### src/hw/rtl/spq_pkg.sv
// spq_pkg: shared constants, types and status codes of the stable priority queue
// used by spq_cell, spq_out_buf and stable_priority_queue; no dependencies
package spq_pkg;

  localparam int DEPTH    = 64;
  localparam int KEY_BITS = 10;
  localparam int TAG_BITS = 32;
  localparam int CNT_W    = $clog2(DEPTH + 1);

  // result status codes
  typedef enum logic [1:0] {
    ST_OK    = 2'd0,
    ST_EMPTY = 2'd1,
    ST_FULL  = 2'd2
  } spq_status_t;

  // one stored entry, moved between neighbor cells
  typedef struct packed {
    logic [KEY_BITS-1:0] key;
    logic [TAG_BITS-1:0] tag;
  } spq_entry_t;

  // command broadcast to every cell
  typedef struct packed {
    logic       ins;
    logic       pop;
    spq_entry_t data;
  } spq_cmd_t;

  // one result item
  typedef struct packed {
    spq_status_t         status;
    logic [CNT_W-1:0]    position;
    logic [KEY_BITS-1:0] key;
    logic [TAG_BITS-1:0] tag;
    logic [CNT_W-1:0]    length;
  } spq_res_t;

endpackage

### src/hw/rtl/spq_out_buf.sv
// spq_out_buf: two-deep result buffer, output register plus skid register
// depends on spq_pkg
module spq_out_buf (
  input  logic              clk,
  input  logic              rst_n,
  input  logic              res_valid,
  input  spq_pkg::spq_res_t res,
  output logic              res_ready,
  output logic              out_valid,
  input  logic              out_ready,
  output spq_pkg::spq_res_t out_res
);
  import spq_pkg::*;

  logic     out_valid_r, out_valid_nxt;
  logic     skid_valid_r, skid_valid_nxt;
  spq_res_t out_r, out_nxt;
  spq_res_t skid_r, skid_nxt;
  logic     take;
  logic     acc;

  assign res_ready = !skid_valid_r;
  assign take      = out_valid_r && out_ready;
  assign acc       = res_valid && res_ready;

  // next contents of the two slots
  always_comb begin
    out_valid_nxt  = out_valid_r;
    skid_valid_nxt = skid_valid_r;
    out_nxt        = out_r;
    skid_nxt       = skid_r;
    if (take) begin
      if (skid_valid_r) begin
        out_nxt        = skid_r;
        skid_valid_nxt = 1'b0;
      end else begin
        out_valid_nxt = acc;
        out_nxt       = res;
      end
    end else if (!out_valid_r) begin
      out_valid_nxt = acc;
      out_nxt       = res;
    end else if (acc) begin
      skid_valid_nxt = 1'b1;
      skid_nxt       = res;
    end
  end

  // control flags
  always_ff @(posedge clk) begin
    if (!rst_n) begin
      out_valid_r  <= 1'b0;
      skid_valid_r <= 1'b0;
    end else begin
      out_valid_r  <= out_valid_nxt;
      skid_valid_r <= skid_valid_nxt;
    end
  end

  // payload
  always_ff @(posedge clk) begin
    out_r  <= out_nxt;
    skid_r <= skid_nxt;
  end

  assign out_valid = out_valid_r;
  assign out_res   = out_r;

endmodule

### config.mk
export PLATFORM = sky130hd
export DESIGN_NAME = spq_out_buf
export DESIGN_NICKNAME = d
export VERILOG_FILES = /design/src/hw/rtl/spq_pkg.sv /design/src/hw/rtl/spq_out_buf.sv
export SDC_FILE = /design/constraint.sdc
export NUM_CORES = 1
export LEC_CHECK = 0
export BUFFER_PORTS_ARGS = -buffer_cell sky130_fd_sc_hd__buf_2
export CORE_MARGIN = 5
export CORE_UTILIZATION = 51
export CTS_CLUSTER_DIAMETER = 100
export CTS_CLUSTER_SIZE = 40
export DETAILED_ROUTE_END_ITERATION = 6
export GPL_ROUTABILITY_DRIVEN = 0
export GPL_TIMING_DRIVEN = 0
export PLACE_DENSITY = 0.86
export SETUP_SLACK_MARGIN = 0.15
export SLEW_MARGIN = 20
export SYNTH_ARGS = -nofsm -noshare
export SYNTH_HDL_FRONTEND = slang
export SYNTH_SLANG_ARGS = --single-unit
### constraint.sdc
create_clock -name clk -period 6.3 [get_ports clk]
set_clock_uncertainty 0.2 [all_clocks]
set_input_delay 1.26 -clock clk [delete_from_list [all_inputs] [get_ports clk]]
set_output_delay 1.26 -clock clk [all_outputs]
set_load 0.02 [all_outputs]
Word-level counts from Yosys, hierarchy flattened
Index checks and enable logic that the tools add are counted.
{ "word_totals": {"ff_bits": 118, "in_bits": 62, "output_inout_bits": 60} }
{ "classes": {"eq_ne": 2, "muxes": 6, "bitwise_logic": 2, "reduce_logical": 6} }
{ "ops": {"columns": ["op", "count"], "rows": [
  ["$mux 58", 3],
  ["$mux 1", 3],
  ["$reduce_and 3->1", 1],
  ["$logic_and 1x1->1", 2],
  ["$ne 2x1->1 const B", 1],
  ["$ne 2x2->1 const B", 1],
  ["$not 1->1", 2],
  ["$reduce_and 2->1", 1],
  ["$reduce_or 2->1", 1],
  ["$logic_not 1->1", 1]
]} }

Logic depth before layout (Yosys ltp)
Gate-level depths: netlist of the first run.
{ "depth": {"depth_word": 4, "mapped_depth": 4, "mapped_depth_nobuf": 3} }

Worst setup path before layout of the first run
Ideal clock, no wire load.
{ "synth_timing": {"path_kind": "input to register", "start": "input out_ready", "end": "register skid_r[0] (netlist bit) (enable)", "setup_time_ns": 0.474, "arrival_time_ns": 5.205, "slack_ns": 0.422, "cell_stages": 3, "path_cell_list": "inv_1 -> nand2_1 -> nor2_1"} }
{ "synth_via": {"elab_chain_len": 3} }
{ "synth_rtl": {"columns": ["element", "line", "source"], "rows": [
  ["from (decl)", "spq_out_buf.sv:10", "input logic out_ready,"],
  ["$logic_and 1x1->1", "spq_out_buf.sv:23", "assign take = out_valid_r && out_ready;"],
  ["$not 1->1 (no line)", null, null],
  ["$reduce_and 3->1 (no line)", null, null],
  ["to (signal assigned)", "spq_out_buf.sv:63", "skid_r <= skid_nxt;"],
  ["to (decl)", "spq_out_buf.sv:18", "spq_res_t skid_r, skid_nxt;"]
]} }
Every way passes these cells.
A chain may end at the register's enable or synchronous reset.

Worst setup path in the final report of the first run
{ "layout_timing": {"start": "input out_ready", "end": "register skid_r[45] (netlist bit) (enable)"} }
Same word-level chain as after synthesis.

==> results of run 1 <==
==> worst max-delay path, cell delays in order <==
cell and delay (ns):
buf_2 0.12, inv_1 0.11, nand2_4 0.24, buf_12 0.29
nor2_4 0.46, buf_16 0.24
==> registers in the layout (all words and copies together), names as in the netlist <==
register and count:
out_valid 1, skid_r 58, skid_valid_r 1, out_res 58
==> cells in the mapped netlist <==
cell	count	area, µm²
edfxtp_1	116	3480
mux2_2	38	428
mux2_4	20	300
nand2_1	4	15.0
buf_2	3	15.0
buf_6	3	33.8
dfxtp_1	2	40.0
inv_1	2	7.51
nor2_1	2	7.51
a21boi_0	1	7.51
a21oi_1	1	5.00
nand3_2	1	10.0
o21ai_0	1	5.00
==> logic make-up after synthesis <==
group	synth area share (%)
multiplexers	16.7
buffers and inverters	1.29
flip-flops	80.8
AND/OR/NAND/NOR	0.746
AO/OA/AOI/OAI	0.402
==> layer usage <==
metal / vias to the layer above / wire, µm / GRT usage, %
li1: 1057 / - / -
met1: 1100 / 3210 / 18.5
met2: 82 / 4030 / 26.5
met3: 7 / 673 / 7.03
met4: 0 / 78 / 6.66
met5: - / 0 / 0
==> area by class of cell <==
cell class                 instances  area (µm²)
sequential                       118        3520
tap                              105         131
clock inverter                    12        88.8
fill                             576        2560
timing repair buffer             124         681
multi-input combinational         68         793
inverter                           2        7.51
buffer                             6        48.8
clock buffer                      19         422
==> path summary, 6_finish.rpt <==
| path | to | slack [ns] | cells after the start |
|---|---|---|---|
| setup / recovery | skid_r[45]$_DFFE_PP_ | 3.55 | 6 |
| hold / removal | out_res[45]$_DFFE_PP_ | 0.34 | 1 |
| setup reg to reg | skid_r[45]$_DFFE_PP_ | 4.03 | 4 |
| hold reg to reg | out_res[45]$_DFFE_PP_ | 0.34 | 1 |
==> power groups by stage <==
| stage | Clock, mW | Sequential (mW) | Combinational [mW] |
|---|---|---|---|
| after floorplan | 0 | 0.974 | 0.0363 |
| after global placement | 0 | 0.935 | 0.132 |
| after detailed placement | 0 | 0.934 | 0.141 |
| after CTS | 0.838 | 0.919 | 0.142 |
| after global routing | 0.883 | 0.921 | 0.149 |
| final | 0.823 | 0.918 | 0.139 |
==> through the flow <==
| step | worst slack (ns) | area, µm² |
|---|---|---|
| after global placement | -1.64 | 5090 |
| final | 3.55 | 5700 |
| after global routing | 3.45 | 5700 |
| after CTS | 3.54 | 5700 |
| after floorplan | 0.422 | 4360 |
| after detailed placement | 3.01 | 5180 |
==> metrics.csv, run 1 <==
metric,value,unit
status,finished clean,
overflow,0,
seqPwrFrac,48.8,%
cts_root_buf,clkbuf_8,
postCtsHoldBufs,0,
holdCritStartpoint,skid_r[45]$_DFFE_PP_,
ys_types,13,
final_cells,454,
final_common_cell,buf_2,
p_per_area,330,nW/µm²
drt_pass1_iterations,4,
required,6.30,ns
critical_path.endpoint_type,flop,
ys_seq_elements,118,
synth_cells,194,
grt_pass1_vias,2474,
arrival,2.75,ns
max_slew.worst_pin.slew,0.528,ns
clk_pin_slew,0.05,ns
finalSetupViolCount,0,
io_pins,122,
clock_sinks,118,
diodes,0,
pwr-share-comb,7.4,%
vias,2246,
cts_tree,done,
area_growth,30.7,%
p_switching,0.405,mW
swShare,21.5,%
finalCritPeriodShare,43.6,%
path_class,primary input to flop,
slew_violations,0,
clk_path_buf_depth,2,
post_cts_buffers,0,
seq_area_frac_synth,80.8,%
cp-start-kind,primary input,
die_h,102,µm
cts_htree_levels,4,
avgSynthCellArea,22.5,µm²
ir_drop,0.000186,V
rows,33,
leakage,2.31,nW
fmax,364,MHz
cts_buffers,17,
crit_fanout,34,
mostFrequentLayoutCells,"buf_2 (124), edfxtp_1 (116), mux2_2 (38), mux2_4 (20), clkbuf_16 (16)",
setup-tns-final,0,ns
yosys_warnings,0,
grt_max_degree,35,
hold_violations,0,
fin_nets,399,
crit_start,out_ready,
netlist_area,4360,µm²
post-route-util,69.0,%
grt_pass1_wl,12.4,mm
ctsResizeCount,0,
drt_iter0_markers,72,
whs,0.342,ns
ant_nets,0,
core_area,8260,µm²
dpl.hpwl,5.50,mm
rr_startpoint,out_valid$_SDFFE_PN0P_,
drv_cap,0,
dp_cells,423,
p_int,1.48,mW
start_util,52.8,%
relSlewSlack,64.7,%
die_x,102,µm
rsz0062_at_grt,no,
wl_per_cell,17.6,µm
clk_latency,0.50,ns
drc_errors,0,
dieArea,10500,µm²
hold_class,flop to flop,
drive_above_1_share,62.2,%
wl,7.99,mm
grtUsageTotal,16.1,%
p_clk_share,43.8,%
min_period,2.75,ns
via_per_inst,4.95,
total_power,1.88,mW
syn_nets,256,
antenna_found_initial,0,
port_buffers,121,
No activity file was read; power rests on OpenSTA's default activity.
==> run 2, diff against run 1 <==
- CORE_UTILIZATION: 51 -> 46
- PLACE_DENSITY: 0.86 -> 0.83
- clock period: 6.3 -> 2.49 ns (I/O delays scaled with it)
==> run 2 against run 1 <==
  * Clock-buffer cell count fell by 2
  * Flip-flop and latch count is the same
  * Non-clock buffer count grew 57
  * Sequential power grew to 2.5 times the previous value
  * Worst setup slack got worse by 3.2 ns
  * Final cell count rose by 18%
  * First-iteration DRC count down 4.2%
  * Total power increased to 2.8 times the previous value
  * Combinational power grew to 3.1 times the previous value
  * Critical endpoint is now skid_r[2]$_DFFE_PP_
  * Largest power group is now the clock network
  * Highest routed layer unchanged
==> metrics.csv, run 2 (synthesis gave the netlist of run 1 again) <==
metric,value,unit,change
core_area,9240,µm²,+12%
finalCritPeriodShare,85.6,%,
vias,2536,,+13%
antenna_found_initial,0,,unchanged
drv_cap,0,,unchanged
cp-start-kind,flop,,
dpl.hpwl,5.46,mm,-0.64%
finalSetupViolCount,0,,unchanged
clk_latency,0.49,ns,about the same
io_pins,122,,unchanged
overflow,0,,unchanged
fin_nets,456,,+14%
drt_iter0_markers,69,,-4.2%
fin_area,6410,µm²,+13%
final_cells,536,,+18%
grt_max_degree,60,,+71%
dieArea,11500,µm²,+9.8%
cpPeakStageDelay,0.62,ns,+0.16 ns
grtUsageTotal,16.3,%,+0.19 points
clk_path_buf_depth,2,,unchanged
cts_buffers,17,,unchanged
ant_nets,0,,unchanged
total_power,5.32,mW,+180%
arrival,2.13,ns,-0.62 ns
diodes,0,,unchanged
cts_htree_levels,4,,unchanged
hold_class,primary input to flop,,
cp_top_family,simple AND/OR/NAND/NOR gates,,
relSlewSlack,56.5,%,-8.2 points
grt_pass1_wl,14.1,mm,+14%
drt_pass1_iterations,4,,unchanged
required,2.49,ns,-3.81 ns
cts_root_buf,clkbuf_8,,
rsz0062_at_grt,no,,
ir_drop,0.000499,V,+170%
leakage,2.58,nW,+12%
p_per_area,829,nW/µm²,+150%
final_common_cell,buf_2,,
cts_tree,done,,
wl,9.11,mm,+14%
drc_errors,0,,unchanged
critical_path.endpoint_type,flop,,
wl_per_cell,17.0,µm,-3.4%
area_growth,47.2,%,
status,finished clean,,
max_slew.worst_pin.slew,0.651,ns,+0.122 ns
whs,0.0478,ns,-0.295 ns
drive_above_1_share,54.1,%,-8.1 points
cp_cell_sequence,"nand2_8, nor2_4, buf_16",,
crit_fanout,59,,+74%
mostFrequentLayoutCells,"buf_2 (124), edfxtp_1 (116), dlygate4sd3_1 (58), mux2_2 (38), mux2_4 (20)",,
place_area,5210,µm²,+0.46%
hold_violations,0,,unchanged
num-fill-cells,590,,+2.4%
cpMaxStageDelayCell,nor2_4,,
clock_sinks,118,,unchanged
start_util,47.2,%,-5.6 points
dp_cells,446,,+5.4%
die_x,107,µm,+4.8%
setup-tns-final,0,ns,unchanged
cp_num_buf_inv,1,,-3
r2r_setup_slack,0.36,ns,-3.67 ns
die_h,107,µm,+4.8%
grt_pass1_vias,2826,,+14%
fmax,469,MHz,
via_per_inst,4.73,,-4.4%
min_period,2.13,ns,
slew_violations,0,,unchanged
path_class,flop to flop,,
clk_pin_slew,0.06,ns,about the same
port_buffers,121,,unchanged
rows,35,,+6.1%
[run 2: path summary, 6_finish.rpt]
check / start / to / cells after the start
worst max-delay path: out_valid$_SDFFE_PN0P_ / skid_r[2]$_DFFE_PP_ / 3
worst min-delay path: rst_n / skid_valid_r$_SDFFE_PP0P_ / 3
worst max register to register: out_valid$_SDFFE_PN0P_ / skid_r[2]$_DFFE_PP_ / 3
worst min register to register: skid_r[33]$_DFFE_PP_ / out_res[33]$_DFFE_PP_ / 1
[run 2: layer usage]
metal | wire [µm] | global-route usage [%] | vias to the layer above
met1 | 3740 | 18.8 | 1245
met3 | 522 | 6.18 | 16
li1 | - | - | 1178
met4 | 128 | 4.96 | 0
met2 | 4720 | 28.3 | 97
met5 | 0 | 0 | -
[run 2: cell type report]
class                   instances  area [µm²]  share of cell area [%]
repair buffers                181        1240                    19.4
flip-flops and latches        118        3520                    55.0
plain buffers                   6        48.8                   0.761
multi-input cells              68         802                    12.5
clock buffers                  17         414                    6.46
well taps                     129         161                    2.52
clock inverters                15         210                    3.28
inverters                       2        11.3                   0.176
[run 2: what timing repair did]
item	4_1_cts	5_1_grt
setup buffers	0	0
hold buffers	58	0
endpoints found under the hold margin	58	0
resized for setup	0	0
[run 2: stage by stage]
stage	setup WS [ns]	utilization, %
6_report	0.359	69.4
4_1_cts	0.318	69.4
5_1_grt	0.233	69.4
2_1_floorplan	0.138	-
3_5_place_dp	0.0188	56.4
3_3_place_gp	-0.560	55.8
[run 2: tightest hold or removal path, stage by stage]
cell and delay, ns:
buf_2 0.11, nand2_1 0.06, nor2_1 0.04
[run 2: where the power goes]
group / internal [mW] / total [mW] / switching (mW)
logic: 0.204 / 0.427 / 0.223
registers: 2.30 / 2.33 / 0.0301
clock network: 1.71 / 2.56 / 0.852
total: 4.21 / 5.32 / 1.10
==> run 3, diff against run 2 <==
- CELL_PAD_IN_SITES_DETAIL_PLACEMENT: not set -> 0
- CELL_PAD_IN_SITES_GLOBAL_PLACEMENT: not set -> 1
- CORE_UTILIZATION: 46 -> 39
==> run 3 against run 2 <==
  * Utilization is 11 points lower
  * Via count is 1.7% lower
  * Flip-flop and latch count stayed put
  * Die area is 16% higher
  * Hold slack better by 0.0037 ns
  * Cell area is 0.43% lower
  * Wire length is 1.9% lower
  * Combinational power hardly changed
  * Clock-buffer cell count is 2 higher
  * Sequential share of layout area is 0.24 points higher
  * Critical endpoint is now skid_r[18]$_DFFE_PP_
  * Highest routed layer unchanged
==> metrics.csv, run 3 (synthesis gave the netlist of run 1 again) <==
metric,value,unit,change
ant_nets,0,,unchanged
clk_path_buf_depth,2,,unchanged
cp-start-kind,flop,,
clock_sinks,118,,unchanged
fin_area,6390,µm²,-0.43%
seqPwrFrac,46.2,%,+2.4 points
path_class,flop to flop,,
wl,8.94,mm,-1.9%
grt_pass1_wl,14.0,mm,-1.1%
path_common_cell,buf_16,,
ir_drop,0.000437,V,-13%
p_clk_share,45.4,%,-2.8 points
drv_cap,0,,unchanged
overflow,0,,unchanged
status,finished clean,,
place_ws,-0.0332,ns,-0.0520 ns
swShare,20.6,%,-0.15 points
drc_errors,0,,unchanged
arrival,2.16,ns,+0.03 ns
finalSetupViolCount,0,,unchanged
postCtsHoldBufs,59,,+1.7%
post-route-util,58.7,%,-11 points
diodes,0,,unchanged
grt_max_degree,60,,unchanged
fin_ws,0.345,ns,-0.0140 ns
grt_pass1_vias,2776,,-1.8%
required,2.51,ns,+0.02 ns
rsz0062_at_grt,no,,
grtUsageTotal,14.2,%,-2.2 points
drt_iter0_markers,103,,+49%
max_slew.worst_pin.slew,0.505,ns,-0.146 ns
cp_num_buf_inv,2,,+1
use_met3,5.95,%,-0.23 points
grt_use_met2,24.5,%,-3.8 points
fin_nets,458,,+0.44%
relSlewSlack,66.2,%,+9.7 points
port_buffers,121,,unchanged
cts_tree,done,,
p_switching,1.04,mW,-5.9%
cpMaxStageDelayCell,nor2_4,,
area_growth,46.5,%,
cts_root_buf,clkbuf_8,,
drt_pass1_iterations,4,,unchanged
hold_violations,0,,unchanged
min_period,2.15,ns,+0.0140 ns
critical_path.endpoint_type,flop,,
clk_latency,0.51,ns,+0.02 ns
final_common_cell,buf_2,,
gr-max-usage-layer,met2,,
dp_cells,458,,+2.7%
finalCritPeriodShare,86.2,%,+0.56 points
fmax,466,MHz,-0.65%
cts_htree_levels,4,,unchanged
via_per_inst,4.55,,-3.9%
ctsResizeCount,0,,unchanged
post_cts_buffers,0,,unchanged
cpPeakStageDelay,0.52,ns,-0.10 ns
grt_use_met1,15.1,%,-3.7 points
antenna_found_initial,0,,unchanged
wl_per_cell,16.3,µm,-4.0%
cp_top_family,simple AND/OR/NAND/NOR gates,,
whs,0.0515,ns,+0.00368 ns
die_x,116,µm,+7.8%
mostFrequentLayoutCells,"buf_2 (124), edfxtp_1 (116), dlygate4sd3_1 (59), mux2_2 (38), mux2_4 (20)",,
io_pins,122,,unchanged
p_per_area,789,nW/µm²,-4.8%
vias,2492,,-1.7%
pwr-share-comb,8.5,%,+0.5 points
hold_class,primary input to flop,,
cts_buffers,17,,unchanged
die_h,116,µm,+7.8%
p_int,4.00,mW,-5.1%
slew_violations,0,,unchanged
cp_cell_sequence,"nand2_8, nor2_4, buf_16, buf_16",,
total_power,5.04,mW,-5.2%
start_util,40.0,%,-7.1 points
crit_fanout,59,,unchanged
leakage,2.57,nW,-0.49%
dpl.hpwl,5.69,mm,+4.1%
drive_above_1_share,53.7,%,-0.38 points
clk_pin_slew,0.05,ns,about the same
setup-tns-final,0,ns,unchanged
rows,38,,+8.6%
place_area,5240,µm²,+0.55%
final_cells,548,,+2.2%
dieArea,13400,µm²,+16%
core_area,10900,µm²,+18%
[run 3: changes by cell type in the layout (fill, tap and decap cells not counted)]
cell,previous run,this run
clkinv_2,1,4
bufinv_16,5,3
clkbuf_1,0,2
clkinv_4,2,0
buf_8,0,1
clkinv_1,4,3
clkinvlp_4,4,3
dlygate4sd3_1,58,59
[run 3: power by group through the flow]
| stage | combinational, mW | sequential [mW] | clock, mW |
|---|---|---|---|
| floorplan | 0.0958 | 2.46 | 0 |
| global placement | 0.343 | 2.36 | 0 |
| detailed placement | 0.359 | 2.37 | 0 |
| CTS | 0.433 | 2.33 | 2.35 |
| global route | 0.458 | 2.33 | 2.45 |
| finish | 0.427 | 2.33 | 2.29 |
[run 3: worst min-delay path: stages]
cell	delay (ns)
buf_2	0.09
a21oi_1	0.06
nor2_1	0.09
[run 3: worst paths after layout]
| kind | start | end | slack (ns) | cells after the start |
|---|---|---|---|---|
| hold reg to reg | skid_valid_r$_SDFFE_PP0P_ | skid_valid_r$_SDFFE_PP0P_ | 0.34 | 2 |
| setup / recovery | out_valid$_SDFFE_PN0P_ | skid_r[18]$_DFFE_PP_ | 0.34 | 4 |
| setup reg to reg | out_valid$_SDFFE_PN0P_ | skid_r[18]$_DFFE_PP_ | 0.34 | 4 |
| hold / removal | res_valid | skid_valid_r$_SDFFE_PP0P_ | 0.05 | 3 |
[run 3: per-layer routing]
| layer | routed length, µm | up-vias |
|---|---|---|
| li1 | - | 1173 |
| met5 | 0 | - |
| met4 | 173 | 0 |
| met2 | 4710 | 81 |
| met3 | 557 | 19 |
| met1 | 3500 | 1219 |
[run 3: layout make-up]
type	instances	area, µm²
plain buffers	6	48.8
clock buffers	19	422
clock inverters	12	136
fillers	853	4500
inverters	2	11.3
multi-input cells	68	802
flip-flops and latches	118	3520
well taps	140	175
repair buffers	183	1270
