==> src/hw/rtl/spq_pkg.sv <==
// spq_pkg: shared constants, types and status codes of the stable priority queue
// used by spq_cell, spq_out_buf and stable_priority_queue; no dependencies
package spq_pkg;

  localparam int DEPTH    = 64;
  localparam int KEY_BITS = 10;
  localparam int TAG_BITS = 32;
  localparam int CNT_W    = $clog2(DEPTH + 1);

  // result status codes
  typedef enum logic [1:0] {
    ST_OK    = 2'd0,
    ST_EMPTY = 2'd1,
    ST_FULL  = 2'd2
  } spq_status_t;

  // one stored entry, moved between neighbor cells
  typedef struct packed {
    logic [KEY_BITS-1:0] key;
    logic [TAG_BITS-1:0] tag;
  } spq_entry_t;

  // command broadcast to every cell
  typedef struct packed {
    logic       ins;
    logic       pop;
    spq_entry_t data;
  } spq_cmd_t;

  // one result item
  typedef struct packed {
    spq_status_t         status;
    logic [CNT_W-1:0]    position;
    logic [KEY_BITS-1:0] key;
    logic [TAG_BITS-1:0] tag;
    logic [CNT_W-1:0]    length;
  } spq_res_t;

endpackage

==> src/hw/rtl/spq_cell.sv <==
// spq_cell: one slot of the sorted shift chain, holds one key and tag
// depends on spq_pkg
module spq_cell (
  input  logic               clk,
  input  spq_pkg::spq_cmd_t  cmd,
  input  logic               occ,
  input  logic               prev_ge,
  input  spq_pkg::spq_entry_t prev_entry,
  input  spq_pkg::spq_entry_t next_entry,
  output spq_pkg::spq_entry_t entry,
  output logic               ge
);
  import spq_pkg::*;

  spq_entry_t entry_r;
  spq_entry_t entry_nxt;

  // held entry sorts ahead of the incoming key
  assign ge = occ && (entry_r.key >= cmd.data.key);

  // insert keeps, takes the new entry, or shifts down; pop shifts up
  always_comb begin
    entry_nxt = entry_r;
    if (cmd.ins) begin
      if (ge) begin
        entry_nxt = entry_r;
      end else if (prev_ge) begin
        entry_nxt = cmd.data;
      end else begin
        entry_nxt = prev_entry;
      end
    end else if (cmd.pop) begin
      entry_nxt = next_entry;
    end
  end

  always_ff @(posedge clk) begin
    entry_r <= entry_nxt;
  end

  assign entry = entry_r;

endmodule

==> config.mk <==
export PLATFORM = sky130hd
export DESIGN_NAME = spq_cell
export DESIGN_NICKNAME = d
export VERILOG_FILES = /design/src/hw/rtl/spq_pkg.sv /design/src/hw/rtl/spq_cell.sv
export SDC_FILE = /design/constraint.sdc
export NUM_CORES = 1
export LEC_CHECK = 0
export BUFFER_PORTS_ARGS = -buffer_cell sky130_fd_sc_hd__buf_2
export CAP_MARGIN = 10
export CELL_PAD_IN_SITES_DETAIL_PLACEMENT = 1
export CELL_PAD_IN_SITES_GLOBAL_PLACEMENT = 2
export CORE_MARGIN = 1
export CORE_UTILIZATION = 20
export CTS_CLUSTER_DIAMETER = 100
export DETAILED_ROUTE_END_ITERATION = 16
export PLACE_DENSITY_LB_ADDON = 0.1
export RECOVER_POWER = 25
export SYNTH_ARGS = -nofsm -noshare
export SYNTH_HDL_FRONTEND = slang
export SYNTH_SLANG_ARGS = --single-unit
==> constraint.sdc <==
create_clock -name clk -period 3.3 [get_ports clk]
set_clock_uncertainty 0.2 [all_clocks]
set_input_delay 0.66 -clock clk [delete_from_list [all_inputs] [get_ports clk]]
set_output_delay 0.66 -clock clk [all_outputs]
set_load 0.02 [all_outputs]
### Yosys cells after proc, flatten, opt, wreduce, memory -nomap -nowiden

Index checks and enable logic that the tools add are counted.

| word-level totals | value |
|---|---|
| register bits after elaboration | 42 |
| input port bits | 131 |
| output and inout port bits | 43 |
| word-level logic and storage cells | 11 |

| cells by class | value |
|---|---|
| order comparisons | 1 |
| eq/ne operators | 1 |
| multiplexer cells | 4 |
| reductions and logical operators | 3 |

Operators with widths:

| operator | number |
|---|---|
| 2-to-1 mux 42 bit | 4 |
| >= comparator 10 bit | 1 |
| inequality test 2 bit (second input constant) | 1 |
| AND reduction 2 bit | 1 |
| nonzero test 2 bit | 1 |
| logical AND 1 bit | 1 |

### Longest topological paths before layout

Gate-level depths: netlist of the first run.

| depth | value |
|---|---|
| depth in word-level cells | 4 |
| gate-level depth with buffers | 6 |
| mapped depth without buffers | 6 |

### Least setup slack after synthesis of the first run

OpenSTA, ideal clock, no wires.

| path | value |
|---|---|
| kind | input to register |
| start | input port cmd[35] (netlist bit) |
| end | register entry_r, in the netlist entry[0] (enable) |
| library setup time | 406 ps |
| data arrival time | 2616 ps |
| required time | 2694 ps |
| path slack | 78 ps |
| cell stages on the path | 6 |
| path buffers | 0 |
| cell sequence | inv_1 > ha_1 > a211o_1 > a21oi_1 > o21a_1 > o31a_1 |

| on the way | value |
|---|---|
| cells in the longest elaborated chain, start to end | 4 |

RTL lines:

| item | line | RTL |
|---|---|---|
| start: declaration | spq_cell.sv:5 | `input spq_pkg::spq_cmd_t cmd,` |
| >= comparator 10 bit | spq_cell.sv:19 | `assign ge = occ && (entry_r.key >= cmd.data.key);` |
| logical AND 1 bit | spq_cell.sv:19 |  |
| inequality test 2 bit (no source line) | -- |  |
| AND reduction 2 bit (no source line) | -- |  |
| end signal: assignment | spq_cell.sv:38 | `entry_r <= entry_nxt;` |
| end: declaration | spq_cell.sv:15 | `spq_entry_t entry_r;` |

Every way passes these cells.
A chain may end at the register's enable or synchronous reset.

### Worst setup path in the final report of the first run

| path | value |
|---|---|
| start | input port cmd[35] (netlist bit) |
| end | output port ge |

| on the way | value |
|---|---|
| cells in the longest elaborated chain, start to end | 2 |

RTL lines:

| item | line | RTL |
|---|---|---|
| >= comparator 10 bit | spq_cell.sv:19 |  |
| logical AND 1 bit | spq_cell.sv:19 |  |
| end: declaration | spq_cell.sv:11 | `output logic ge` |

Every way passes these cells.

==> results of run 1 <==
## stage by stage
step	setup slack, ns	total power [mW]
floorplan	0.0778	0.912
global placement	0.485	1.09
detailed placement	0.482	1.09
CTS	0.521	1.57
global route	0.447	1.62
finish	0.527	1.53
## cell families after synthesis
group                    Yosys count  share of synthesized area
AO/OA/AOI/OAI                     53                      0.116
buffers and inverters             26                     0.0574
flip-flops                        42                      0.521
AND/OR/NAND/NOR                   49                     0.0792
adder cells (fa/ha/maj)           10                     0.0517
multiplexers                      42                      0.174
## synthesized netlist by cell type
cell / number
sky130_fd_sc_hd__inv_1: 11
sky130_fd_sc_hd__clkbuf_1: 4
sky130_fd_sc_hd__o21a_1: 2
sky130_fd_sc_hd__nor2_1: 43
sky130_fd_sc_hd__buf_4: 1
sky130_fd_sc_hd__nand4_1: 2
sky130_fd_sc_hd__ha_1: 10
sky130_fd_sc_hd__edfxtp_1: 42
sky130_fd_sc_hd__buf_2: 6
sky130_fd_sc_hd__a31oi_1: 1
sky130_fd_sc_hd__o31a_1: 1
sky130_fd_sc_hd__a21oi_1: 46
sky130_fd_sc_hd__o31ai_1: 1
sky130_fd_sc_hd__o21ai_0: 1
sky130_fd_sc_hd__a211o_1: 1
sky130_fd_sc_hd__nand2_1: 3
sky130_fd_sc_hd__buf_6: 4
sky130_fd_sc_hd__mux2i_1: 42
sky130_fd_sc_hd__nand2b_1: 1
## routing by layer
| metal | global-route usage | vias up | wire length [µm] |
|---|---|---|---|
| met3 | 0.0386 | 4 | 658 |
| met1 | 0.135 | 971 | 3030 |
| li1 | - | 1142 | - |
| met2 | 0.197 | 92 | 3390 |
| met4 | 0.0320 | 0 | 60 |
| met5 | 0 | - | 0 |
## area by class of cell
class                      count  area, µm²
fill                        1396       8080
sequential                    42       1260
multi-input combinational    154       1020
timing repair buffer         177        895
tap                          143        179
clock buffer                   5        125
inverter                      11       41.3
clock inverter                 3       16.3
## worst max-delay path, stage by stage
cell	delay, ns
sky130_fd_sc_hd__buf_2	0.09
sky130_fd_sc_hd__inv_1	0.04
sky130_fd_sc_hd__ha_1	0.30
sky130_fd_sc_hd__a211o_1	0.30
sky130_fd_sc_hd__a21oi_1	0.12
sky130_fd_sc_hd__o21a_1	0.17
sky130_fd_sc_hd__o31ai_1	0.08
sky130_fd_sc_hd__buf_2	0.16
## power breakdown
part | switching, mW | total [mW] | internal (mW)
logic | 0.223 | 0.379 | 0.156
clock network | 0.194 | 0.470 | 0.276
registers | 0.0182 | 0.680 | 0.662
## worst paths after layout
path	from	end	slack, ns	cells after the start
max	cmd[35]	ge	0.53	8
min reg2reg	entry[40]	entry[38]	0.98	5
max reg2reg	entry[35]	entry[40]	0.88	6
min	next_entry[10]	entry[10]	0.50	3
==> reports/summary.md, run 1 <==
The run finished, with violations left. The final reports fail on design-rule violations. During synthesis, Yosys emitted a total of 0 warnings.

The wire length per cell came out at 13.3 µm. The count of cells in the finished layout, fillers not included, comes to 535. The average instance area after synthesis is 10.9 µm². Synthesis produced a netlist with a net count of 363. The total congestion overflow after global routing is 0, and the post-detailed-routing wire length is 7140 µm. The logs give 2 for the depth of the CTS H-tree and 5 for the clock buffer count from CTS.

Post-route cell area: 3540 µm². Hold repair after CTS inserted 0 buffers. In this run the tool buffered the top-level ports with 173 buffer cells.

The hold violation total from the final report came out at 0. The count of antenna-violating nets left after detailed routing was 0; the clock sink count was 42. In the final design database the tool counted 532 nets. The upper clock frequency limit came out at 0.361 GHz. Setup violations remaining at the end of the flow were counted as 0. TritonCTS built the clock tree.

At the worst endpoint, the required time is 2.44 ns. The area of the core region was 11600 µm². The synthesized netlist contains 19 unique library cells.

The class of the tightest hold or removal check is input pin to flip-flop. The logs give 0 for the number of maximum-capacitance constraint violations and 0.644 for the placer congestion estimate. In this run the power density over the cells is 432 nW/µm². In this run, synthesis produced a sequential element count of 42.

Along the worst path, the maximum fanout reaches 2. The tools report the buffer type at the clock tree root as sky130_fd_sc_hd__clkbuf_16. The post-synthesis cell area was 2420 µm²; the final cycle utilization of the critical path was 0.840. Summed over all cells, the static leakage comes to 1.67 nW. 174 I/O pins were placed. The share of layout cells above drive strength 1 was 0.393; the count of vias placed by the detailed router was 2209. For the max-slew headroom at the worst pin, the log shows 0.571. The fraction of the yosys area taken by sequential cells came out at 0.521.

Register clock-pin slew on the reported worst setup and hold paths: 0.06 ns. Yosys attributes the largest share of cell area to sky130_fd_sc_hd__edfxtp_1 52%, sky130_fd_sc_hd__mux2i_1 17%, sky130_fd_sc_hd__a21oi_1 9.5%. The instance area after placement is 3430 µm², and the pin count of the biggest net entering global routing is 69. STA classifies the critical path endpoint as a primary output. For the critical path data arrival time, the log shows 1.91 ns. STA classifies the critical path startpoint as an input pin.

The number of antenna diodes in the final layout is 0. The worst hold slack was 0.502 ns. The area growth from synthesis to final layout came out at 46.2%. The initial cell density of the core came out at 0.208.

The run gives 527 as the number of placed instances with taps included. Using the TritonRoute via totals, the vias-per-cell ratio works out to 4.13. The die is 112 µm wide. Flip-flop count of the largest register, all copies and words added: 42. The tools report the final number of max-transition violations as 0. Summed over all instances, the cell type with the most area after synthesis is sky130_fd_sc_hd__edfxtp_1.

The clock reaches the later pin of the worst-skew pair after 0.28 ns. The run gives 2294 as the number of global-route vias before repair. For the pin with the worst max-slew slack, the measured transition is 0.643 ns.

The overall routing resource usage came out at 0.114. The classification of the worst setup path was input pin to primary output. Across the VDD grid, the largest voltage drop is 0.201 mV. Buffers added to address setup during post-CTS repair amount to 0. The floorplan step set the die height to 112 µm. In this run, post-CTS repair resized a total of 0 instances. The number of design rule violations left after detail routing is 11, and the number of buffers between clock root and the deepest sink is 2. Setup repair after global routing left no endpoint under its margin.

After the first detailed-routing iteration, the DRC count stood at 37. The HPWL after detailed placement is 5700 µm. Die outline area: 12500 µm². The tools report the share of the core filled with cells as 0.305. For the finished layout, the period the worst path requires is 2.77 ns. After routing, the total negative slack on setup checks comes to 0 ns. The run gives 11200 µm as the wire length of the first global-routing pass. The top cell types in the final layout, fill and taps aside, are 142 x sky130_fd_sc_hd__buf_2, 46 x sky130_fd_sc_hd__a21oi_1, 43 x sky130_fd_sc_hd__nor2_1. The cell count after synthesis came out at 222. The portion of synthesized cell area occupied by the leading cell type is 0.521. Row generation in the floorplan step produced 39 rows. The commonest non-fill, non-tap cell in the layout was sky130_fd_sc_hd__buf_2.

The logs give 10 for the first-pass iteration count of the detailed router and 0 for the initial antenna violation count.
No activity file was read; power rests on OpenSTA's default activity.
==> run 2: changes to the inputs <==
Settings changed: ABC_AREA set to 1, CORE_UTILIZATION 20 to 21.
Clock period 3.3 ns to 2.74 ns, I/O delays scaled along.
==> run 2 against run 1 <==
Net effect: critical endpoint unchanged; routed wire length increased by 18%; the run now ends clean; area after synthesis decreased by 0.31%; design area decreased by 0.67%; synthesized cell count increased by 26%.
==> reports/summary.md, run 2 <==
The post-synthesis instance total is 279 (+26%), and the number of hold-repair buffers added at the cts stage is 0 (unchanged). The peak per-stage delay on the critical path came out at 0.38 ns (+0.08 ns). The tools report the reg2reg setup slack as 0.62 ns (-0.26 ns).

The initial DRC count is 63 (+70%), and the number of placed instances with taps included is 581 (+10%). The final cycle utilization of the critical path was 0.877. The run gives 2410 µm² (-0.31%) as the post-synthesis cell area.

The library cell used most frequently in the layout, excluding fill and tap cells, is sky130_fd_sc_hd__buf_2. The logs give 0 (unchanged) for the final number of max-transition violations and 0.423 (-0.022) for the part of the power in registers. The number of cells on the worst hold path was 3 (unchanged). In the post-synthesis netlist, the biggest area contributors are sky130_fd_sc_hd__edfxtp_1 52%, sky130_fd_sc_hd__nand2_1 9.2%, sky130_fd_sc_hd__o21ai_0 9.1%. The count of vias placed by the detailed router came out at 2526 (+14%). The placer congestion estimate was 0.722 (+12%). The die outline area was 11900 µm² (-5.0%). The wire length per cell came out at 14.3 µm (+7.2%).

STA classifies the critical path startpoint as a flip-flop. CTS placed an instance of sky130_fd_sc_hd__clkbuf_16 at the clock tree root. Number of maximum-capacitance constraint violations: 0 (unchanged). The tools report the number of buffers between clock root and the deepest sink as 2 (unchanged). The worst register-to-register path begins at entry[41]. The tools report the total congestion overflow after global routing as 0 (unchanged).

For the setup slack of the critical path after layout, the log shows 0.338 ns (-0.189 ns). The commonest cells after synthesis are 59 x sky130_fd_sc_hd__nand2_1, 45 x sky130_fd_sc_hd__nor2_1, 44 x sky130_fd_sc_hd__o21ai_0. The post-detailed-routing wire length was 8420 µm (+18%). The power share of the combinational group is 0.230 (-0.018), and the initial antenna violation count is 0 (unchanged). The run gives 0.146 (+0.0316) as the overall routing resource usage. The run gives 0 (unchanged) as the quantity of gates resized following cts.

The tools report the pin count of the biggest net entering global routing as 43 (-38%). The total of flip-flops plus latches after synthesis works out to 42 (unchanged). The worst setup path is of the flip-flop to primary output kind. The net count of the mapped netlist came out at 420 (+16%). Net count of the finished layout: 589 (+11%). The total setup violations reported at the end of the flow is 0 (unchanged), and the net switching fraction of the power is 0.281 (-0.00397).

The worst setup path is captured at a primary output. For the first-pass iteration count of the detailed router, the log shows 4 (-6). The mean number of vias per cell works out to 4.29 (+3.9%). The logs give 5 (unchanged) for the clock buffer count from CTS and 0 (unchanged) for the count of antenna-violating nets left after detailed routing. The max-slew headroom at the worst pin is 0.440 (-0.132), and the post-synthesis async set-or-reset flop share is 0 (unchanged). The wire length of the first global-routing pass was 12900 µm (+15%); the worst IR drop on VDD was 0.204 mV (+1.1%). The total number of yosys warnings is 0 (unchanged).

The flip-flop count of the largest register, all copies and words added was 42 (unchanged); the number of design rule violations left after detail routing was 0 (-11). Initial cell density of the core: 0.219 (+0.0103). The average instance area after synthesis is 8.64 µm² (-21%). Setup repair after global routing left no endpoint under its margin. The final critical delay including setup and external delays is 2.40 ns, and the area of the core region is 11000 µm² (-5.0%). Portion of synthesized cell area occupied by the leading cell type: 0.523 (+0.00162).

Depth of the CTS H-tree: 2 (unchanged). The area growth from synthesis to final layout was 45.7%; the buffering stage count on the worst path with inverters included was 2 (-1). The number of synthesized flops with an enable pin is 42 (unchanged), and the critical path data arrival time is 1.65 ns (-0.26 ns).

The class of the tightest hold or removal check is input pin to flip-flop. The proportion of power drawn by the clock network is 0.348 (+0.041), and the maximum fanout along the worst path is 2 (unchanged). The total setup buffers inserted after CTS came out at 0 (unchanged). Walking the worst path, the cells encountered are ha_1 > nand2_1 > nor2_1 > nand3_1 > nand3_1 > nand2_1 > inv_1 > buf_2. The logs give 1.93 mW (+27%) for the post-layout total power and 6110 µm (+7.3%) for the detailed-placement wirelength estimate. Clock sink count: 42 (unchanged).

The flow ran to the end, and the final reports show no timing, DRC or antenna violations. TritonCTS built the clock tree. The number of I/O port buffers was 173 (unchanged). The run gives 1.63 nW (-2.2%) as the static leakage power. Hold violation total from the final report: 0 (unchanged). For the fraction of the yosys area taken by sequential cells, the log shows 0.523 (+0.00162). Number of non-filler instances in the completed layout: 589 (+10%). The sum of negative setup slack was 0 ns (unchanged). The number of primary I/O pins is 174 (unchanged). The worst hold path terminates at entry[40]. Depth of the worst register-to-register path: 8 (+2).

The required time at the endpoint of the critical path was 1.99 ns (-0.45 ns). The most used flip-flop cell after synthesis is sky130_fd_sc_hd__edfxtp_1. Destination of the worst register-to-register timing path: entry[12]. For this design, the slowest cell found on the critical path is sky130_fd_sc_hd__edfxtp_1. Cell class contributing the biggest share of worst-path delay: simple AND/OR/NAND/NOR gates. The tools report the number of global-route vias before repair as 2573 (+12%). The run gives 14 (-5) as the number of distinct library cells after synthesis. The largest total area in the synthesized netlist belongs to sky130_fd_sc_hd__edfxtp_1. The cell row count was 38 (-2.6%); the worst-case setup slack after placement was 0.287 ns (-0.195 ns). The height of the die came out at 109 µm (-2.5%). The power density of the placed cells is 551 nW/µm² (+27%), and the net switching power is 0.543 mW (+25%). The tools report the antenna diode count as 0 (unchanged). Leaving out fill and tap cells, the most frequent cells in the layout are 142 x sky130_fd_sc_hd__buf_2, 58 x sky130_fd_sc_hd__nand2_1, 45 x sky130_fd_sc_hd__nor2_1. The share of layout cells above drive strength 1 was 0.350 (-0.0432); the register clock-pin slew on the reported worst setup and hold paths was 0.06 ns (about the same). The transition time of the tightest slew-check pin was 0.839 ns (+0.196 ns); the latest clock arrival within the worst-skew pair was 0.28 ns (about the same). The tools report the design internal power as 1.39 mW (+27%). Leading cell type by number of instances after synthesis: sky130_fd_sc_hd__nand2_1. Width of the die: 109 µm (-2.5%). The startpoint of the lowest-slack hold path is next_entry[40].

Timing would allow up to 0.416 GHz.
## run 2: layer usage
metal | wire length, µm | track usage | vias up | share of wire
met5 | 0 | 0 | - | 0
met4 | 74 | 0.0376 | 0 | 0.0088
met3 | 577 | 0.0371 | 5 | 0.069
met2 | 4130 | 0.258 | 97 | 0.49
met1 | 3640 | 0.174 | 1140 | 0.43
li1 | - | - | 1284 | -
## run 2: cell families after synthesis
logic type      Yosys count  synth area share
fa+ha+maj                10            0.0519
simple gates            106             0.166
buf+inv                  34            0.0773
compound gates           87             0.182
flops                    42             0.523
## run 2: worst max-delay path by stage
stage | start | to | slack (ns) | cells after the start
6_report | entry[41] | ge | 0.34 | 8
5_1_grt | entry[41] | ge | 0.14 | 8
4_1_cts | entry[41] | ge | 0.31 | 8
3_5_place_dp | cmd[41] | entry[17] | 0.29 | 10
3_3_place_gp | cmd[41] | entry[13] | 0.33 | 10
2_1_floorplan | cmd[41] | entry[0] | 0.31 | 8
## run 2: power by group through the flow
stage               logic [mW]  registers, mW  clock network (mW)
floorplan                0.162          0.921                   0
global placement         0.470          0.828                   0
detailed placement       0.471          0.831                   0
CTS                      0.473          0.817               0.707
global route             0.503          0.826               0.723
finish                   0.445          0.818               0.672
## run 2: final cells by class
class	instances	area [µm²]
Tap cell	140	175
Fill cell	1390	7520
Clock buffer	6	129
Sequential cell	42	1260
Multi-Input combinational cell	203	966
Timing Repair Buffer	178	877
Clock inverter	2	37.5
Inverter	18	67.6
## run 2: worst register-to-register path, cell delays in order (launching register included)
cell and delay, ns:
sky130_fd_sc_hd__edfxtp_1 0.38, sky130_fd_sc_hd__ha_1 0.31, sky130_fd_sc_hd__a21o_1 0.18, sky130_fd_sc_hd__nor2_1 0.10, sky130_fd_sc_hd__nand3_1 0.08, sky130_fd_sc_hd__nand2_1 0.08, sky130_fd_sc_hd__nand2_1 0.07, sky130_fd_sc_hd__nand2_2 0.10
sky130_fd_sc_hd__buf_4 0.29
## run 2: stage by stage
step	hold slack, ns	utilization	area [µm²]
4_1_cts	0.338	0.322	3550
5_1_grt	0.349	0.319	3510
6_report	0.345	0.319	3510
3_3_place_gp	0.636	0.307	3390
2_1_floorplan	0.539	-	2410
3_5_place_dp	0.636	0.307	3390
==> run 3: changes to the inputs <==
Settings changed: ABC_AREA 1 to unset, CORE_UTILIZATION 21 to 22.
==> run 3 against run 2 <==
Net effect: via count decreased by 10%; first-iteration DRC count is 29% lower; final cell count shrank 10%; maximum frequency decreased by 5.7%; clock-buffer cell count unchanged; clock power down 41%; critical path depth fell by 2; register-to-register slack got worse by 0.05 ns; hold slack better by 0.031 ns; routed wire length is 14% lower; largest cell class unchanged; highest routed layer unchanged.
==> reports/summary.md, run 3 (synthesis gave the netlist of run 1 again) <==
The run finished with clean final reports. Critical path data arrival time: 1.80 ns (+0.15 ns). The final cycle utilization of the critical path works out to 0.929 (+0.0527). The startpoint of the lowest-slack hold path is next_entry[9]. The overall routing resource usage was 0.126 (-0.0199). The detailed-placement wirelength estimate is 5720 µm (-6.5%), and the worst IR drop on VDD is 0.178 mV (-12%). The commonest non-fill, non-tap cell in the layout was sky130_fd_sc_hd__buf_2. The tools report the number of maximum-capacitance constraint violations as 0 (unchanged).

Initial cell density of the core: 0.230 (+0.0116). The run gives 0 (unchanged) as the total setup buffers inserted after CTS. The worst setup path is captured at a primary output. The worst-case setup slack after placement was 0.204 ns (-0.0826 ns); the net switching power was 0.512 mW (-5.8%).

The tools report the power share of the combinational group as 0.276 (+0.046). The number of I/O port buffers works out to 173 (unchanged). The clock sink count came out at 42 (unchanged). The instance area after placement is 3450 µm² (+1.8%). The logs give 0 (unchanged) for the quantity of gates resized following cts and 2266 (-10%) for the count of vias placed by the detailed router.

In this run the worst hold path is classified as input pin to flip-flop. The depth of the CTS H-tree is 2 (unchanged). The initial DRC count was 45 (-29%).

The share of layout cells above drive strength 1 came out at 0.393 (+0.0432). The die outline area was 11400 µm² (-4.2%). The width of the die was 107 µm (-2.1%).

The run gives 2339 (-9.1%) as the number of global-route vias before repair. The net switching fraction of the power was 0.306 (+0.0251). The worst setup path is launched from a flip-flop. The upper clock frequency limit was 0.393 GHz (-5.7%); the first-pass iteration count of the detailed router was 4 (unchanged).

The number of design rule violations left after detail routing is 0 (unchanged), and the number of hold-repair buffers added at the cts stage is 0 (unchanged). The run gives 0.193 ns (-0.144 ns) as the setup slack of the critical path after layout. For the number of non-filler instances in the completed layout, the log shows 528 (-10%). Clock tree synthesis selected as its root buffer the cell sky130_fd_sc_hd__clkbuf_8. The depth of the worst register-to-register path was 6 (-2). The cell row count was 37 (-2.6%). The library cells used most frequently in the layout, excluding fill and tap cells, are 142 x sky130_fd_sc_hd__buf_2, 46 x sky130_fd_sc_hd__a21oi_1, 43 x sky130_fd_sc_hd__nor2_1.

The tools report the area of the core region as 10500 µm² (-4.7%). For the initial antenna violation count, the log shows 1 (+1). The design internal power was 1.16 mW (-17%).

In this design, the largest share of critical-path delay is due to compound AO/OA/AOI/OAI gates. The transition time of the tightest slew-check pin was 0.805 ns (-0.0336 ns). The run gives 0.488 (+0.065) as the part of the power in registers.

The slowest stage of the critical path belongs to the cell sky130_fd_sc_hd__edfxtp_1. The register clock-pin slew on the reported worst setup and hold paths works out to 0.08 ns (+0.02 ns). The destination of the worst register-to-register timing path is entry[14]. The net count of the finished layout was 533 (-9.5%). The startpoint identified for the worst register-to-register timing path is entry[35]. The height of the die is 107 µm (-2.1%), and the post-detailed-routing wire length is 7270 µm (-14%). The number of placed instances with taps included was 521 (-10%).

The final critical delay including setup and external delays is 2.55 ns (+0.144 ns), and the power density of the placed cells is 480 nW/µm² (-13%). Setup repair after global routing left no endpoint under its margin. The run gives 0 (unchanged) as the hold violation total from the final report. The mean number of vias per cell is 4.29 (about the same). The critical path in this run is classified as flip-flop to primary output. The hold path endpoint is entry[9].

The tools report the placer congestion estimate as 0.679 (-6.0%). The maximum fanout along the worst path is 2 (unchanged). The post-layout total power is 1.67 mW (-13%), and the number of cells on the worst hold path is 3 (unchanged). The logs give 0 ns (unchanged) for the sum of negative setup slack and 0 (unchanged) for the final number of max-transition violations. The buffering stage count on the worst path with inverters included was 1 (-1); the reg2reg setup slack was 0.57 ns (-0.05 ns). Traced cell by cell, the critical path runs through ha_1 > a211o_1 > a21oi_1 > o21a_1 > o31ai_1 > buf_2. The clock buffer count from CTS is 5 (unchanged). The run gives 0 (unchanged) as the count of antenna-violating nets left after detailed routing.

The antenna diode count came out at 0 (unchanged). TritonCTS built the clock tree. The tools report the proportion of power drawn by the clock network as 0.237 (-0.111). The static leakage power is 1.65 nW (+0.95%). The post-route cell area came out at 3490 µm² (-0.75%).

For the latest clock arrival within the worst-skew pair, the log shows 0.29 ns (about the same). For the required time at the endpoint of the critical path, the log shows 1.99 ns (about the same). The max-slew headroom at the worst pin is 0.463 (+0.0232). The number of stages on the worst setup path was 6 (-2). The run gives 0 (unchanged) as the total congestion overflow after global routing. The run gives 85 (+98%) as the pin count of the biggest net entering global routing. For the number of primary I/O pins, the log shows 174 (unchanged). The run gives 11000 µm (-15%) as the wire length of the first global-routing pass. The wire length per cell was 13.8 µm (-3.7%). The peak per-stage delay on the critical path is 0.39 ns (about the same). Total setup violations reported at the end of the flow: 0 (unchanged). The area growth from synthesis to final layout came out at 44.2%.

The number of buffers between clock root and the deepest sink is 2 (unchanged), and the flip-flop count of the largest register, all copies and words added is 42 (unchanged).
run 3: cell count changes in the layout (fill, tap and decap cells not counted), moves of 3 or more:
cell | previous run | this run
sky130_fd_sc_hd__mux2i_1 | 0 | 42
sky130_fd_sc_hd__o21ai_0 | 44 | 1
sky130_fd_sc_hd__nand2_1 | 58 | 3
sky130_fd_sc_hd__clkbuf_8 | 0 | 5
sky130_fd_sc_hd__buf_12 | 1 | 4
sky130_fd_sc_hd__a21oi_1 | 2 | 46
sky130_fd_sc_hd__o21ai_1 | 40 | 0
sky130_fd_sc_hd__clkbuf_16 | 5 | 0
sky130_fd_sc_hd__inv_1 | 16 | 11
sky130_fd_sc_hd__buf_4 | 4 | 1
run 3: metal layers:
metal,vias up,wire [µm],share of wire,track usage
met5,-,0,0,0
met2,93,3690,0.51,0.224
met1,1024,2830,0.39,0.135
met3,4,689,0.095,0.0529
li1,1145,-,-,-
met4,0,68,0.0093,0.0372
run 3: cell type report:
| class | count | area (µm²) |
|---|---|---|
| clock buffer | 6 | 72.6 |
| timing repair buffer | 178 | 915 |
| clock inverter | 1 | 7.51 |
| fill | 1279 | 7020 |
| sequential | 42 | 1260 |
| inverter | 11 | 41.3 |
| tap | 136 | 170 |
| multi-input combinational | 154 | 1020 |
run 3: power groups by stage:
stage	Clock (mW)	Combinational (mW)	Sequential, mW
2_1_floorplan	0	0.175	0.923
3_3_place_gp	0	0.482	0.828
4_1_cts	0.421	0.488	0.816
6_report	0.396	0.462	0.816
5_1_grt	0.440	0.512	0.824
3_5_place_dp	0	0.487	0.830
run 3: worst max path at each step:
stage | startpoint | end | slack (ns)
floorplan | cmd[35] | entry[0] | 0.11
global placement | cmd[35] | ge | 0.20
detailed placement | cmd[35] | ge | 0.20
CTS | entry[35] | ge | 0.16
global route | entry[35] | ge | 0.10
finish | entry[35] | ge | 0.19
run 3: tightest hold or removal path, delay by kind of cell:
family	cells	cell delay, ns
buffers and inverters	1	0.08
AOI/OAI and AO/OA	1	0.10
and+or+nand+nor	1	0.03
run 3: stage by stage:
| step | utilization | hold WS (ns) |
|---|---|---|
| 3_5_place_dp | 0.328 | 0.674 |
| 3_3_place_gp | 0.328 | 0.666 |
| 4_1_cts | 0.336 | 0.362 |
| 6_report | 0.332 | 0.375 |
| 5_1_grt | 0.332 | 0.371 |
| 2_1_floorplan | - | 0.573 |
